==> config.mk <==
export PLATFORM = sky130hd
export DESIGN_NAME = piecewise_linear_interp_unit_flat
export DESIGN_NICKNAME = d
export VERILOG_FILES = /design/src/design/pli_pkg.sv /design/src/design/pli_if.sv /design/src/design/pli_cfg_regs.sv /design/src/design/pli_divider.sv /design/src/design/piecewise_linear_interp_unit.sv /design/src/flat_wrapper.sv
export SDC_FILE = /design/constraint.sdc
export NUM_CORES = 2
export LEC_CHECK = 0
export ABC_AREA = 1
export BUFFER_PORTS_ARGS = -buffer_cell sky130_fd_sc_hd__buf_2
export CAP_MARGIN = 5
export CORE_MARGIN = 4
export CORE_UTILIZATION = 55
export DETAILED_ROUTE_END_ITERATION = 8
export PLACE_DENSITY = 0.7
export SETUP_SLACK_MARGIN = 0.2
export SLEW_MARGIN = 20
export SYNTH_ARGS = -nofsm -noshare
export SYNTH_HDL_FRONTEND = slang
export SYNTH_SLANG_ARGS = --single-unit
==> constraint.sdc <==
create_clock -name clk -period 8.7 [get_ports clk]
set_input_delay 0.87 -clock clk [delete_from_list [all_inputs] [get_ports clk]]
set_output_delay 0.87 -clock clk [all_outputs]
set_load 0.03 [all_outputs]
==> src/design/pli_pkg.sv <==
package pli_pkg;

  localparam int MAX_POINTS = 3;
  localparam int DATA_W     = 24;
  localparam int CFG_IDX_W  = 3;
  localparam int DIV_STEPS  = DATA_W;
  localparam int DIV_CNT_W  = $clog2(DIV_STEPS + 1);

  typedef logic signed [DATA_W-1:0] q16_t;

  localparam logic [CFG_IDX_W-1:0] REG_POINT_COUNT = 3'd0;
  localparam logic [CFG_IDX_W-1:0] REG_BREAK_X0    = 3'd1;
  localparam logic [CFG_IDX_W-1:0] REG_BREAK_X1    = 3'd2;
  localparam logic [CFG_IDX_W-1:0] REG_BREAK_X2    = 3'd3;
  localparam logic [CFG_IDX_W-1:0] REG_VALUE_Y0    = 3'd4;
  localparam logic [CFG_IDX_W-1:0] REG_VALUE_Y1    = 3'd5;
  localparam logic [CFG_IDX_W-1:0] REG_VALUE_Y2    = 3'd6;

  localparam logic [1:0] KIND_INTERP = 2'd0;
  localparam logic [1:0] KIND_BELOW  = 2'd1;
  localparam logic [1:0] KIND_ABOVE  = 2'd2;

  typedef struct packed {
    logic [1:0]                 point_count;
    q16_t [MAX_POINTS-1:0]      break_x;
    q16_t [MAX_POINTS-1:0]      value_y;
  } pli_cfg_t;

  typedef struct packed {
    logic busy;
    logic done;
  } pli_div_status_t;

endpackage

==> src/design/pli_if.sv <==
interface pli_sample_if;
  import pli_pkg::*;

  logic valid;
  logic ready;
  q16_t x_sample;

  modport source (output valid, output x_sample, input ready);
  modport sink (input valid, input x_sample, output ready);
endinterface

interface pli_result_if;
  import pli_pkg::*;

  logic       valid;
  logic       ready;
  q16_t       y_result;
  logic [1:0] segment_index;
  logic [1:0] clamp_kind;

  modport source (output valid, output y_result, output segment_index, output clamp_kind,
                  input ready);
  modport sink (input valid, input y_result, input segment_index, input clamp_kind,
                output ready);
endinterface

==> src/design/pli_cfg_regs.sv <==
module pli_cfg_regs (
  input  logic                              clk,
  input  logic                              rst,
  input  logic                              cfg_we,
  input  logic [pli_pkg::CFG_IDX_W-1:0]     cfg_index,
  input  logic [pli_pkg::DATA_W-1:0]        cfg_data,
  output pli_pkg::pli_cfg_t                 cfg
);
  import pli_pkg::*;

  always_ff @(posedge clk) begin
    if (rst) begin
      cfg.point_count <= 2'd3;
      cfg.break_x[0]  <= 24'sd25600;
      cfg.break_x[1]  <= 24'sd76800;
      cfg.break_x[2]  <= 24'sd128000;
      cfg.value_y[0]  <= 24'sd65280;
      cfg.value_y[1]  <= 24'sd65280;
      cfg.value_y[2]  <= 24'sd0;
    end else if (cfg_we) begin
      case (cfg_index)
        REG_POINT_COUNT: cfg.point_count <= cfg_data[1:0];
        REG_BREAK_X0:    cfg.break_x[0]  <= cfg_data;
        REG_BREAK_X1:    cfg.break_x[1]  <= cfg_data;
        REG_BREAK_X2:    cfg.break_x[2]  <= cfg_data;
        REG_VALUE_Y0:    cfg.value_y[0]  <= cfg_data;
        REG_VALUE_Y1:    cfg.value_y[1]  <= cfg_data;
        REG_VALUE_Y2:    cfg.value_y[2]  <= cfg_data;
        default: ;
      endcase
    end
  end

endmodule

==> src/design/pli_divider.sv <==
module pli_divider (
  input  logic                            clk,
  input  logic                            rst,
  input  logic                            start,
  input  logic [2*pli_pkg::DATA_W-1:0]    dividend,
  input  logic [pli_pkg::DATA_W-1:0]      divisor,
  output logic [pli_pkg::DATA_W-1:0]      quotient,
  output pli_pkg::pli_div_status_t        status
);
  import pli_pkg::*;

  // The quotient is known to fit in DATA_W bits, so the upper half of the
  // dividend is already below the divisor and seeds the remainder.
  logic [DATA_W-1:0]    rem;
  logic [DATA_W-1:0]    work;
  logic [DATA_W-1:0]    dvs;
  logic [DIV_CNT_W-1:0] count;
  logic                 busy;
  logic                 done;

  logic [DATA_W:0] shifted;
  logic [DATA_W:0] diff;
  logic            ge;

  always_comb begin
    shifted = {rem, work[DATA_W-1]};
    diff    = shifted - {1'b0, dvs};
    ge      = (shifted >= {1'b0, dvs});
  end

  always_ff @(posedge clk) begin
    if (rst) begin
      busy  <= 1'b0;
      done  <= 1'b0;
      count <= '0;
    end else begin
      done <= 1'b0;
      if (start) begin
        rem   <= dividend[2*DATA_W-1:DATA_W];
        work  <= dividend[DATA_W-1:0];
        dvs   <= divisor;
        count <= DIV_CNT_W'(DIV_STEPS);
        busy  <= 1'b1;
      end else if (busy) begin
        rem   <= ge ? diff[DATA_W-1:0] : shifted[DATA_W-1:0];
        work  <= {work[DATA_W-2:0], ge};
        count <= count - 1'b1;
        if (count == DIV_CNT_W'(1)) begin
          busy <= 1'b0;
          done <= 1'b1;
        end
      end
    end
  end

  assign quotient    = work;
  assign status.busy = busy;
  assign status.done = done;

  a_busy_has_count: assert property (@(posedge clk) disable iff (rst)
    busy |-> count != '0)
    else $error("divider busy with no steps left");

  a_done_not_busy: assert property (@(posedge clk) disable iff (rst)
    done |-> !busy)
    else $error("divider done while still busy");

  a_start_when_free: assert property (@(posedge clk) disable iff (rst)
    start |-> !busy)
    else $error("divider started while busy");

  a_done_after_busy: assert property (@(posedge clk) disable iff (rst)
    done |-> $past(busy))
    else $error("divider done without running");

endmodule

==> src/design/piecewise_linear_interp_unit.sv <==
// Piecewise linear curve evaluator with clamping at both ends.
// The sample channel carries one signed Q16.8 abscissa per transfer; the
// result channel returns one transfer per sample with the Q16.8 value, the
// index of the upper breakpoint used and a clamp code.
// The curve (point count, three breakpoints and their values) is written
// through the configuration port: write enable, register index, 24-bit data.
// Writes to an index beyond the list are ignored.
// One sample is processed at a time. The breakpoint search takes one compare
// per cycle. A clamped sample then passes through the finish state to reach
// the output register. An interpolated sample adds a setup state, a multiply
// state and the 24 steps of the restoring divider before the finish state.
// The next sample is taken in the cycle after a result is loaded, so the
// 24-step divider dominates the time taken by an interpolated sample.
// The sample channel is ready only while the sequencer is idle. A result
// held in the output register does not block the next sample; if the
// receiver is still stalling when the next result is done, the sequencer
// waits in its final state until the output register frees.
// Reset restores the default curve and empties the output register.
module piecewise_linear_interp_unit (
  input  logic                           clk,
  input  logic                           rst,
  input  logic                           cfg_we,
  input  logic [pli_pkg::CFG_IDX_W-1:0]  cfg_index,
  input  logic [pli_pkg::DATA_W-1:0]     cfg_data,
  pli_sample_if.sink                     sample,
  pli_result_if.source                   result
);
  import pli_pkg::*;

  typedef enum logic [5:0] {
    ST_IDLE   = 6'b000001,
    ST_SEARCH = 6'b000010,
    ST_SETUP  = 6'b000100,
    ST_MUL    = 6'b001000,
    ST_DIV    = 6'b010000,
    ST_FINISH = 6'b100000
  } state_t;

  state_t state;

  pli_cfg_t        cfg;
  pli_div_status_t div_stat;

  q16_t              x_val;
  logic [1:0]        hi;
  q16_t              y_res;
  logic [1:0]        seg;
  logic [1:0]        kind;
  logic [DATA_W-1:0] dx;
  logic [DATA_W-1:0] dd;
  logic [DATA_W-1:0] dy_mag;
  logic              dy_neg;
  logic [DATA_W-1:0] quotient;

  logic              out_valid;
  q16_t              out_y;
  logic [1:0]        out_seg;
  logic [1:0]        out_kind;

  logic [1:0]          n_eff;
  logic [1:0]          lo;
  q16_t                bx_hi;
  logic                search_hit;
  logic                div_start;
  logic [2*DATA_W-1:0] product;
  logic [DATA_W:0]     dx_w;
  logic [DATA_W:0]     dd_w;
  logic [DATA_W:0]     dy_w;
  logic [DATA_W:0]     dy_abs;
  logic [DATA_W:0]     q_signed;
  logic [DATA_W+1:0]   y_sum;
  q16_t                y_final;
  logic                out_free;

  pli_cfg_regs u_cfg (
    .clk       (clk),
    .rst       (rst),
    .cfg_we    (cfg_we),
    .cfg_index (cfg_index),
    .cfg_data  (cfg_data),
    .cfg       (cfg)
  );

  pli_divider u_div (
    .clk      (clk),
    .rst      (rst),
    .start    (div_start),
    .dividend (product),
    .divisor  (dd),
    .quotient (quotient),
    .status   (div_stat)
  );

  always_comb begin
    if (cfg.point_count == 2'd0) begin
      n_eff = 2'd1;
    end else if (cfg.point_count > 2'(MAX_POINTS)) begin
      n_eff = 2'(MAX_POINTS);
    end else begin
      n_eff = cfg.point_count;
    end

    case (hi)
      2'd0:    bx_hi = cfg.break_x[0];
      2'd1:    bx_hi = cfg.break_x[1];
      2'd2:    bx_hi = cfg.break_x[2];
      default: bx_hi = cfg.break_x[2];
    endcase
    search_hit = (hi != n_eff) && ($signed(x_val) > $signed(bx_hi));

    lo     = hi - 2'd1;
    dx_w   = {x_val[DATA_W-1], x_val} - {cfg.break_x[lo][DATA_W-1], cfg.break_x[lo]};
    dd_w   = {bx_hi[DATA_W-1], bx_hi} - {cfg.break_x[lo][DATA_W-1], cfg.break_x[lo]};
    dy_w   = {cfg.value_y[hi][DATA_W-1], cfg.value_y[hi]}
             - {cfg.value_y[lo][DATA_W-1], cfg.value_y[lo]};
    dy_abs = dy_w[DATA_W] ? -dy_w : dy_w;

    div_start = (state == ST_MUL);
    product   = dx * dy_mag;

    q_signed = dy_neg ? -{1'b0, quotient} : {1'b0, quotient};
    y_sum    = {{2{y_res[DATA_W-1]}}, y_res} + {q_signed[DATA_W], q_signed};
    if (y_sum[DATA_W+1:DATA_W-1] == 3'b000 || y_sum[DATA_W+1:DATA_W-1] == 3'b111) begin
      y_final = y_sum[DATA_W-1:0];
    end else if (y_sum[DATA_W+1]) begin
      y_final = {1'b1, {(DATA_W-1){1'b0}}};
    end else begin
      y_final = {1'b0, {(DATA_W-1){1'b1}}};
    end

    out_free = !out_valid || result.ready;
  end

  always_ff @(posedge clk) begin
    if (rst) begin
      state     <= ST_IDLE;
      out_valid <= 1'b0;
    end else begin
      if (state == ST_FINISH && out_free) begin
        out_valid <= 1'b1;
      end else if (out_valid && result.ready) begin
        out_valid <= 1'b0;
      end
      case (state)
        ST_IDLE: begin
          if (sample.valid) begin
            x_val <= sample.x_sample;
            hi    <= 2'd0;
            state <= ST_SEARCH;
          end
        end
        ST_SEARCH: begin
          if (search_hit) begin
            hi <= hi + 2'd1;
          end else if (hi == 2'd0) begin
            y_res <= cfg.value_y[0];
            seg   <= 2'd0;
            kind  <= KIND_BELOW;
            state <= ST_FINISH;
          end else if (hi == n_eff) begin
            y_res <= cfg.value_y[n_eff - 2'd1];
            seg   <= n_eff - 2'd1;
            kind  <= KIND_ABOVE;
            state <= ST_FINISH;
          end else begin
            state <= ST_SETUP;
          end
        end
        ST_SETUP: begin
          dx     <= dx_w[DATA_W-1:0];
          dd     <= dd_w[DATA_W-1:0];
          dy_neg <= dy_w[DATA_W];
          dy_mag <= dy_abs[DATA_W-1:0];
          y_res  <= cfg.value_y[lo];
          seg    <= hi;
          kind   <= KIND_INTERP;
          state  <= ST_MUL;
        end
        ST_MUL: begin
          state <= ST_DIV;
        end
        ST_DIV: begin
          if (div_stat.done) begin
            y_res <= y_final;
            state <= ST_FINISH;
          end
        end
        ST_FINISH: begin
          if (out_free) begin
            out_y     <= y_res;
            out_seg   <= seg;
            out_kind  <= kind;
            state     <= ST_IDLE;
          end
        end
        default: state <= ST_IDLE;
      endcase
    end
  end

  assign sample.ready         = (state == ST_IDLE);
  assign result.valid         = out_valid;
  assign result.y_result      = out_y;
  assign result.segment_index = out_seg;
  assign result.clamp_kind    = out_kind;

  a_div_runs_in_div: assert property (@(posedge clk) disable iff (rst)
    (state == ST_DIV) |-> (div_stat.busy || div_stat.done))
    else $error("sequencer waits on an idle divider");

  a_interp_upper_nonzero: assert property (@(posedge clk) disable iff (rst)
    (result.valid && result.clamp_kind == KIND_INTERP) |-> result.segment_index != 2'd0)
    else $error("interpolated result with lower clamp segment");

  a_load_only_when_free: assert property (@(posedge clk) disable iff (rst)
    ($past(state == ST_FINISH) && $past(out_valid) && !$past(result.ready))
    |-> (state == ST_FINISH))
    else $error("result overwritten while receiver stalls");

endmodule

==> src/flat_wrapper.sv <==
// flat-port wrapper written by rule: the top's interface ports become plain ports
module piecewise_linear_interp_unit_flat import pli_pkg::*;
  (clk, rst, cfg_we, cfg_index, cfg_data, sample_valid, sample_x_sample, sample_ready, result_valid, result_y_result, result_segment_index, result_clamp_kind, result_ready);
  pli_sample_if sample_i ();
  pli_result_if result_i ();
  input  logic clk;
  input  logic rst;
  input  logic cfg_we;
  input  logic [pli_pkg::CFG_IDX_W-1:0] cfg_index;
  input  logic [pli_pkg::DATA_W-1:0] cfg_data;
  input wire logic [$bits(sample_i.valid)-1:0] sample_valid;
  input wire logic [$bits(sample_i.x_sample)-1:0] sample_x_sample;
  output wire logic [$bits(sample_i.ready)-1:0] sample_ready;
  output wire logic [$bits(result_i.valid)-1:0] result_valid;
  output wire logic [$bits(result_i.y_result)-1:0] result_y_result;
  output wire logic [$bits(result_i.segment_index)-1:0] result_segment_index;
  output wire logic [$bits(result_i.clamp_kind)-1:0] result_clamp_kind;
  input wire logic [$bits(result_i.ready)-1:0] result_ready;
  assign sample_i.valid = sample_valid;
  assign sample_i.x_sample = sample_x_sample;
  assign sample_ready = sample_i.ready;
  assign result_valid = result_i.valid;
  assign result_y_result = result_i.y_result;
  assign result_segment_index = result_i.segment_index;
  assign result_clamp_kind = result_i.clamp_kind;
  assign result_i.ready = result_ready;
  piecewise_linear_interp_unit u_core (.clk(clk), .rst(rst), .cfg_we(cfg_we), .cfg_index(cfg_index), .cfg_data(cfg_data), .sample(sample_i), .result(result_i));
endmodule
**Yosys cells after proc, flatten, opt, wreduce, memory -nomap -nowiden**

Index checks and enable logic that the tools add are counted.

- Register bits: 387
- Bits of input ports: 56
- Output and inout bits: 30
- Logic and storage cells: 155

- $add $sub $neg: 11
- Multiply operators: 1
- Magnitude comparators: 6
- Eq/ne operators: 23
- Muxes and demuxes: 51
- Bitwise gates (word level): 2
- Reduce and logical (&&, ||, !) cells: 33

Operators by type and width:

| cell | count |
|---|---|
| 2-to-1 mux 24 bit | 16 |
| binary-select mux 24 bit (select 2 bit) | 4 |
| case mux 24 bit (3 select lines) | 1 |
| subtractor 24 bit | 3 |
| multiplier 24 x 24 -> 48 bit | 1 |
| case mux 24 bit (2 select lines) | 1 |
| 2-to-1 mux 6 bit | 6 |
| case mux 6 bit (6 select lines) | 1 |
| adder 24 x 25 -> 26 bit | 1 |
| >= comparator 25 x 24 -> 1 bit | 1 |
| 2-to-1 mux 25 bit | 1 |
| negation 24 -> 25 bit | 1 |
| subtractor 24 x 24 -> 25 bit | 1 |
| greater-than comparator 24 bit | 1 |
| negation 24 bit | 1 |
| 2-to-1 mux 2 bit | 10 |
| AND reduction 2 bit | 10 |
| == test 3 bit (second input constant) | 4 |
| case mux 2 bit (2 select lines) | 3 |
| AND reduction 4 bit | 3 |
| 2-to-1 mux 5 bit | 2 |
| less-than comparator 2 x 3 -> 1 bit (second input constant) | 3 |
| nonzero test 2 bit | 4 |
| == test 3 x 2 -> 1 bit (second input constant) | 2 |
| 30 further kinds | 46 |

**Longest topological paths before layout**

- Word-level depth: 10
- Depth in mapped cells: 29
- Depth with buffers taken out: 28

**Cells and area by module**

Synthesis repeated with hierarchy kept, for this count alone.

- Cell total of the unflattened synthesis: 6,407
- Area total of the unflattened synthesis: 46,742.3 um^2

Modules (own cells, without submodules):

| module | instances | cells an instance | area each (um^2) |
|---|---|---|---|
| piecewise_linear_interp_unit | 1 | 4,884 | 35,606.6 |
| pli_cfg_regs | 1 | 804 | 5,814.3 |
| pli_divider | 1 | 719 | 5,321.4 |

**Worst setup path before layout**

Ideal clock, no wire load.

- Path kind: register to register
- From: reg u_core.dy_mag[3]
- To: reg u_core.u_div.rem[5] (data pin)
- Setup time: 0.258 ns
- Arrival time: 5.912 ns
- Required time: 8.442 ns
- Path slack: 2.530 ns
- Cell stages (with the launch flop): 29
- Buffers on the path: 1
- Period minus slack after synthesis: 6.170 ns
- Cells stage by stage: edfxtp_1 clkbuf_1 nand2_1 fa_1 inv_1 fa_1 inv_1 fa_1 inv_1 fa_1 inv_1 fa_1 inv_1 fa_1 inv_1 fa_1 inv_1 ha_1 nand2_1 nor2_1 inv_1 nor2_1 inv_1 nor2_1 a21oi_1 o21ai_0 a21oi_1 o21ai_0 nand2_1

- Longest elaborated chain between the ends: 2

RTL lines:

| element | RTL line | text |
|---|---|---|
| start: declaration | piecewise_linear_interp_unit.sv:51 | `logic [DATA_W-1:0] dy_mag;` |
| start signal: assignment | piecewise_linear_interp_unit.sv:173 | `dy_mag <= dy_abs[DATA_W-1:0];` |
| multiplier 24 x 24 -> 48 bit | piecewise_linear_interp_unit.sv:119 | `product = dx * dy_mag;` |
| 2-to-1 mux 24 bit | pli_divider.sv:38 | `if (start) begin` |
| end signal: assignment | pli_divider.sv:39 | `rem <= dividend[2*DATA_W-1:DATA_W];` |
| end signal: assignment | pli_divider.sv:45 | `rem <= ge ? diff[DATA_W-1:0] : shifted[DATA_W-1:0];` |
| end: declaration | pli_divider.sv:14 | `logic [DATA_W-1:0] rem;` |

Every way passes these cells.
A chain may end at the register's enable or synchronous reset.

**Final worst setup path**

- From: reg u_core.dx[11]
- To: reg u_core.u_div.rem[12] (data pin)

- Longest elaborated chain between the ends: 2

RTL lines:

| element | RTL line | text |
|---|---|---|
| start: declaration | piecewise_linear_interp_unit.sv:49 | `logic [DATA_W-1:0] dx;` |
| start signal: assignment | piecewise_linear_interp_unit.sv:170 | `dx <= dx_w[DATA_W-1:0];` |
| multiplier 24 x 24 -> 48 bit | piecewise_linear_interp_unit.sv:119 |  |
| 2-to-1 mux 24 bit | pli_divider.sv:38 |  |

Every way passes these cells.

==> results.txt <==
Full die area - 0.0857 mm²
GPL Wtd Cong - 0.977
Pwr dens - 137 mW/mm²
Vias/cell - 5.56
IO Port Bufs - 85
Layout area overhead - 6.27%
Setup TNS - 0 ns
Sink Count - 387
Clk Latency, worst-skew pair - 0.59 ns
Crit-path cells - nand2_1 -> fa_1 -> inv_1 -> fa_1 -> inv_1 -> fa_1 -> inv_1 -> fa_1 -> fa_1 -> fa_1 -> inv_1 -> fa_1 -> inv_1 -> ha_1 -> a21oi_1 -> a21boi_0 -> nand2_1 -> a31oi_1 -> o21ai_0 -> nand3_1 -> nand3_1 -> nand3_1 -> nand2_1
Hold buffers post-CTS - 0
Worst-Margin Slew - 1.19 ns
DRT Wirelength - 133000 µm
Crit-path slowest cell - edfxtp_1
Layout cells sized above 1 - 4.49%
I/O pin count - 86
Gr ovfl total - 0
Most frequent CP cell - fa_1
Vias in the first global route - 38500
CP Data Arrival Time - 7.92 ns
VDD IR max - 0.189 mV
Hold Crit Class - reg2reg
Post-synthesis async set-or-reset flop share - 0%
Worst reg2reg startpoint - u_core.dx[11]
Global-route wire length before repair - 213000 µm
Synth top area share - 21.9%
Initial antenna violation count - 4
Clock skew - 0.0237 ns
CP required - 9.03 ns
Final-layout fill cell count - 7637
Initial Util - 55.4%
Pin count of the biggest net entering global routing - 114
Crit path max-delay family - adder cells
Antenna Nets Post-Route - 0
Synth Instances - 5900
H-tree levels - 2
Rows - 104
Fin crit share - 87.3%
R2r setup slk - 1.10 ns
CP max FO - 24
Reg2Reg Depth - 23
Most used flip-flop cell after synthesis - edfxtp_1
Startpoint class of the critical path - flop
Status - complete, no violations
Synth top area cells - fa_1 (22%), edfxtp_1 (15%), nand2_1 (11%), inv_1 (11%), ha_1 (9.1%)
Yosys top cell by area - fa_1
Maxcap violations - 0
Hold EP - u_core.u_div.dvs[13]
Min-delay src - u_core.dd[13]
Drt pass-1 iters - 7
Syn Area/Cell - 7.56 µm²
Tmin final - 7.60 ns
Mapped Nets - 6766
Synthesized flop and latch total - 387
Layout Nets - 6736
Max Slew Vio Count - 0
Most frequent cells in the layout - nand2_1 (1332), inv_1 (1284), fa_1 (487), nor2_1 (396), a21oi_1 (388)
Leakage Power - 24.1 nW
Core Util, Final - 58.9%
Via count - 38800
Slew headroom - 20.8%
Hold Path Depth - 0
Final setup violation count - 0
Critical path capture point type - flop
CP max stage delay - 1.07 ns
F_max - 132 MHz
Most common cell after layout, fill and taps aside - nand2_1
RSZ-0062 raised after global routing - no
Post_cts resized - 0
Inserted Clock Buffers - 44
Max clock buf depth - 3
Synth unique cells - 58
Register area share after synthesis - 22.5%
Total setup buffers inserted after CTS - 0
EDFF count, synth - 227
Reg2reg end - u_core.u_div.rem[12]
Synthesized cell area - 0.0446 mm²
Clk slew on worst S/H paths - 0.06 ns
TritonCTS clock tree - done
Die X - 293 µm
Global Route Usage Sum - 31.2%
CTS Root Cell - clkbuf_16
Ys Warns - 0
Core box area - 0.0804 mm²
WS Path Type - reg2reg
Buf+Inv Stages, Crit Path - 5
DRT iter0 DRCs - 3407
Wire per inst - 19.1 µm
Die Ht - 293 µm
Detailed Place HPWL - 105000 µm
Drc violations - 0
Hold Vio Cnt, Final - 0
[registers in the layout, summed over array words and instances (netlist names), 2 cells and up]
signal and count:
u_core.u_cfg.cfg 146, u_core.dd 24, u_core.dx 24, u_core.dy_mag 24
u_core.result.y_result 24, u_core.u_div.dvs 24, u_core.u_div.quotient 24, u_core.u_div.rem 24
u_core.x_val 24, u_core.y_res 24, u_core.state 6, u_core.u_div.count 5
u_core.hi 2, u_core.kind 2, u_core.result.clamp_kind 2, u_core.result.segment_index 2
u_core.seg 2
[how the worst max path moves through the flow]
stage | startpoint | to | slack, ns | depth (start not counted)
CTS | u_core.dx[11] | u_core.u_div.rem[12] | 1.16 | 23
floorplan | u_core.dy_mag[3] | u_core.u_div.rem[5] | 2.53 | 28
finish | u_core.dx[11] | u_core.u_div.rem[12] | 1.10 | 23
global route | u_core.dx[11] | u_core.u_div.rem[12] | 0.67 | 23
detailed placement | u_core.dx[11] | u_core.u_div.rem[12] | 1.12 | 23
global placement | u_core.dx[11] | u_core.u_div.rem[12] | 1.18 | 23
[per-layer routing]
layer,routed length (µm),share of wire [%],GRT usage (%),vias to the layer above
met5,8,0.0060,0,-
met4,4360,3.3,9.22,2
met3,10200,7.7,3.96,203
met2,62400,47,52.0,1524
met1,56200,42,43.1,18600
li1,-,-,-,18400
[layout make-up]
class | instances | area, µm² | area share [%]
multi-input cells | 3999 | 28900 | 60.9
well taps | 1060 | 1330 | 2.80
diodes | 1 | 2.50 | 0.00528
repair buffers | 144 | 876 | 1.85
clock buffers | 61 | 1260 | 2.65
inverters | 1294 | 4860 | 10.3
clock inverters | 19 | 174 | 0.367
flip-flops and latches | 387 | 10000 | 21.2
[stage by stage]
step	instances	power, W	hold WS, ns	instance area (µm²)	setup WS [ns]
finish	6965	0.00649	0.416	47400	1.10
global route	6964	0.00683	0.422	47400	0.668
CTS	6963	0.00646	0.418	47400	1.16
detailed placement	6883	0.00457	0.405	45900	1.12
global placement	6883	0.00456	0.402	45900	1.18
floorplan	5900	0.00380	0.400	44600	2.53
[cell families after synthesis]
logic type	share of synthesized area (%)
compound gates	12.1
buf+inv	12.9
fa+ha+maj	30.9
xor+xnor	2.96
simple gates	18.6
flops	22.5
[worst reg2reg max path, stage by stage, from the launching register on]
cell and delay (ns):
edfxtp_1 1.07, nand2_1 0.22, fa_1 0.58, inv_1 0.05, fa_1 0.47, inv_1 0.05
fa_1 0.53, inv_1 0.05, fa_1 0.44, fa_1 0.52, fa_1 0.53, inv_1 0.06
fa_1 0.55, inv_1 0.05, ha_1 0.37, a21oi_1 0.29, a21boi_0 0.36, nand2_1 0.16
a31oi_1 0.28, o21ai_0 0.20, nand3_1 0.19, nand3_1 0.09, nand3_1 0.14, nand2_1 0.07
[synth_stat cells (5+ instances only)]
library cell,count
a211oi_1,5
a21boi_0,5
a21o_1,18
a21oi_1,388
a31oi_1,69
and2_1,6
buf_1,11
buf_2,7
buf_6,7
clkbuf_1,194
dfxtp_1,160
edfxtp_1,227
fa_1,487
ha_1,323
inv_1,1285
inv_2,8
nand2_1,1332
nand2_2,12
nand3_1,182
nand3b_1,11
nand4_1,33
nor2_1,399
nor3_1,32
nor4_1,19
o211ai_1,22
o21a_1,6
o21ai_0,345
o21ai_1,10
o21bai_1,21
o22ai_1,76
or2_2,5
xnor2_1,50
xor2_1,99
[power by group]
group          total (W)  internal, W  switching [W]
Clock            0.00189      0.00107       0.000811
Sequential       0.00209      0.00206      0.0000298
Combinational    0.00251     0.000758        0.00175
No activity file was read; power rests on OpenSTA's default activity.
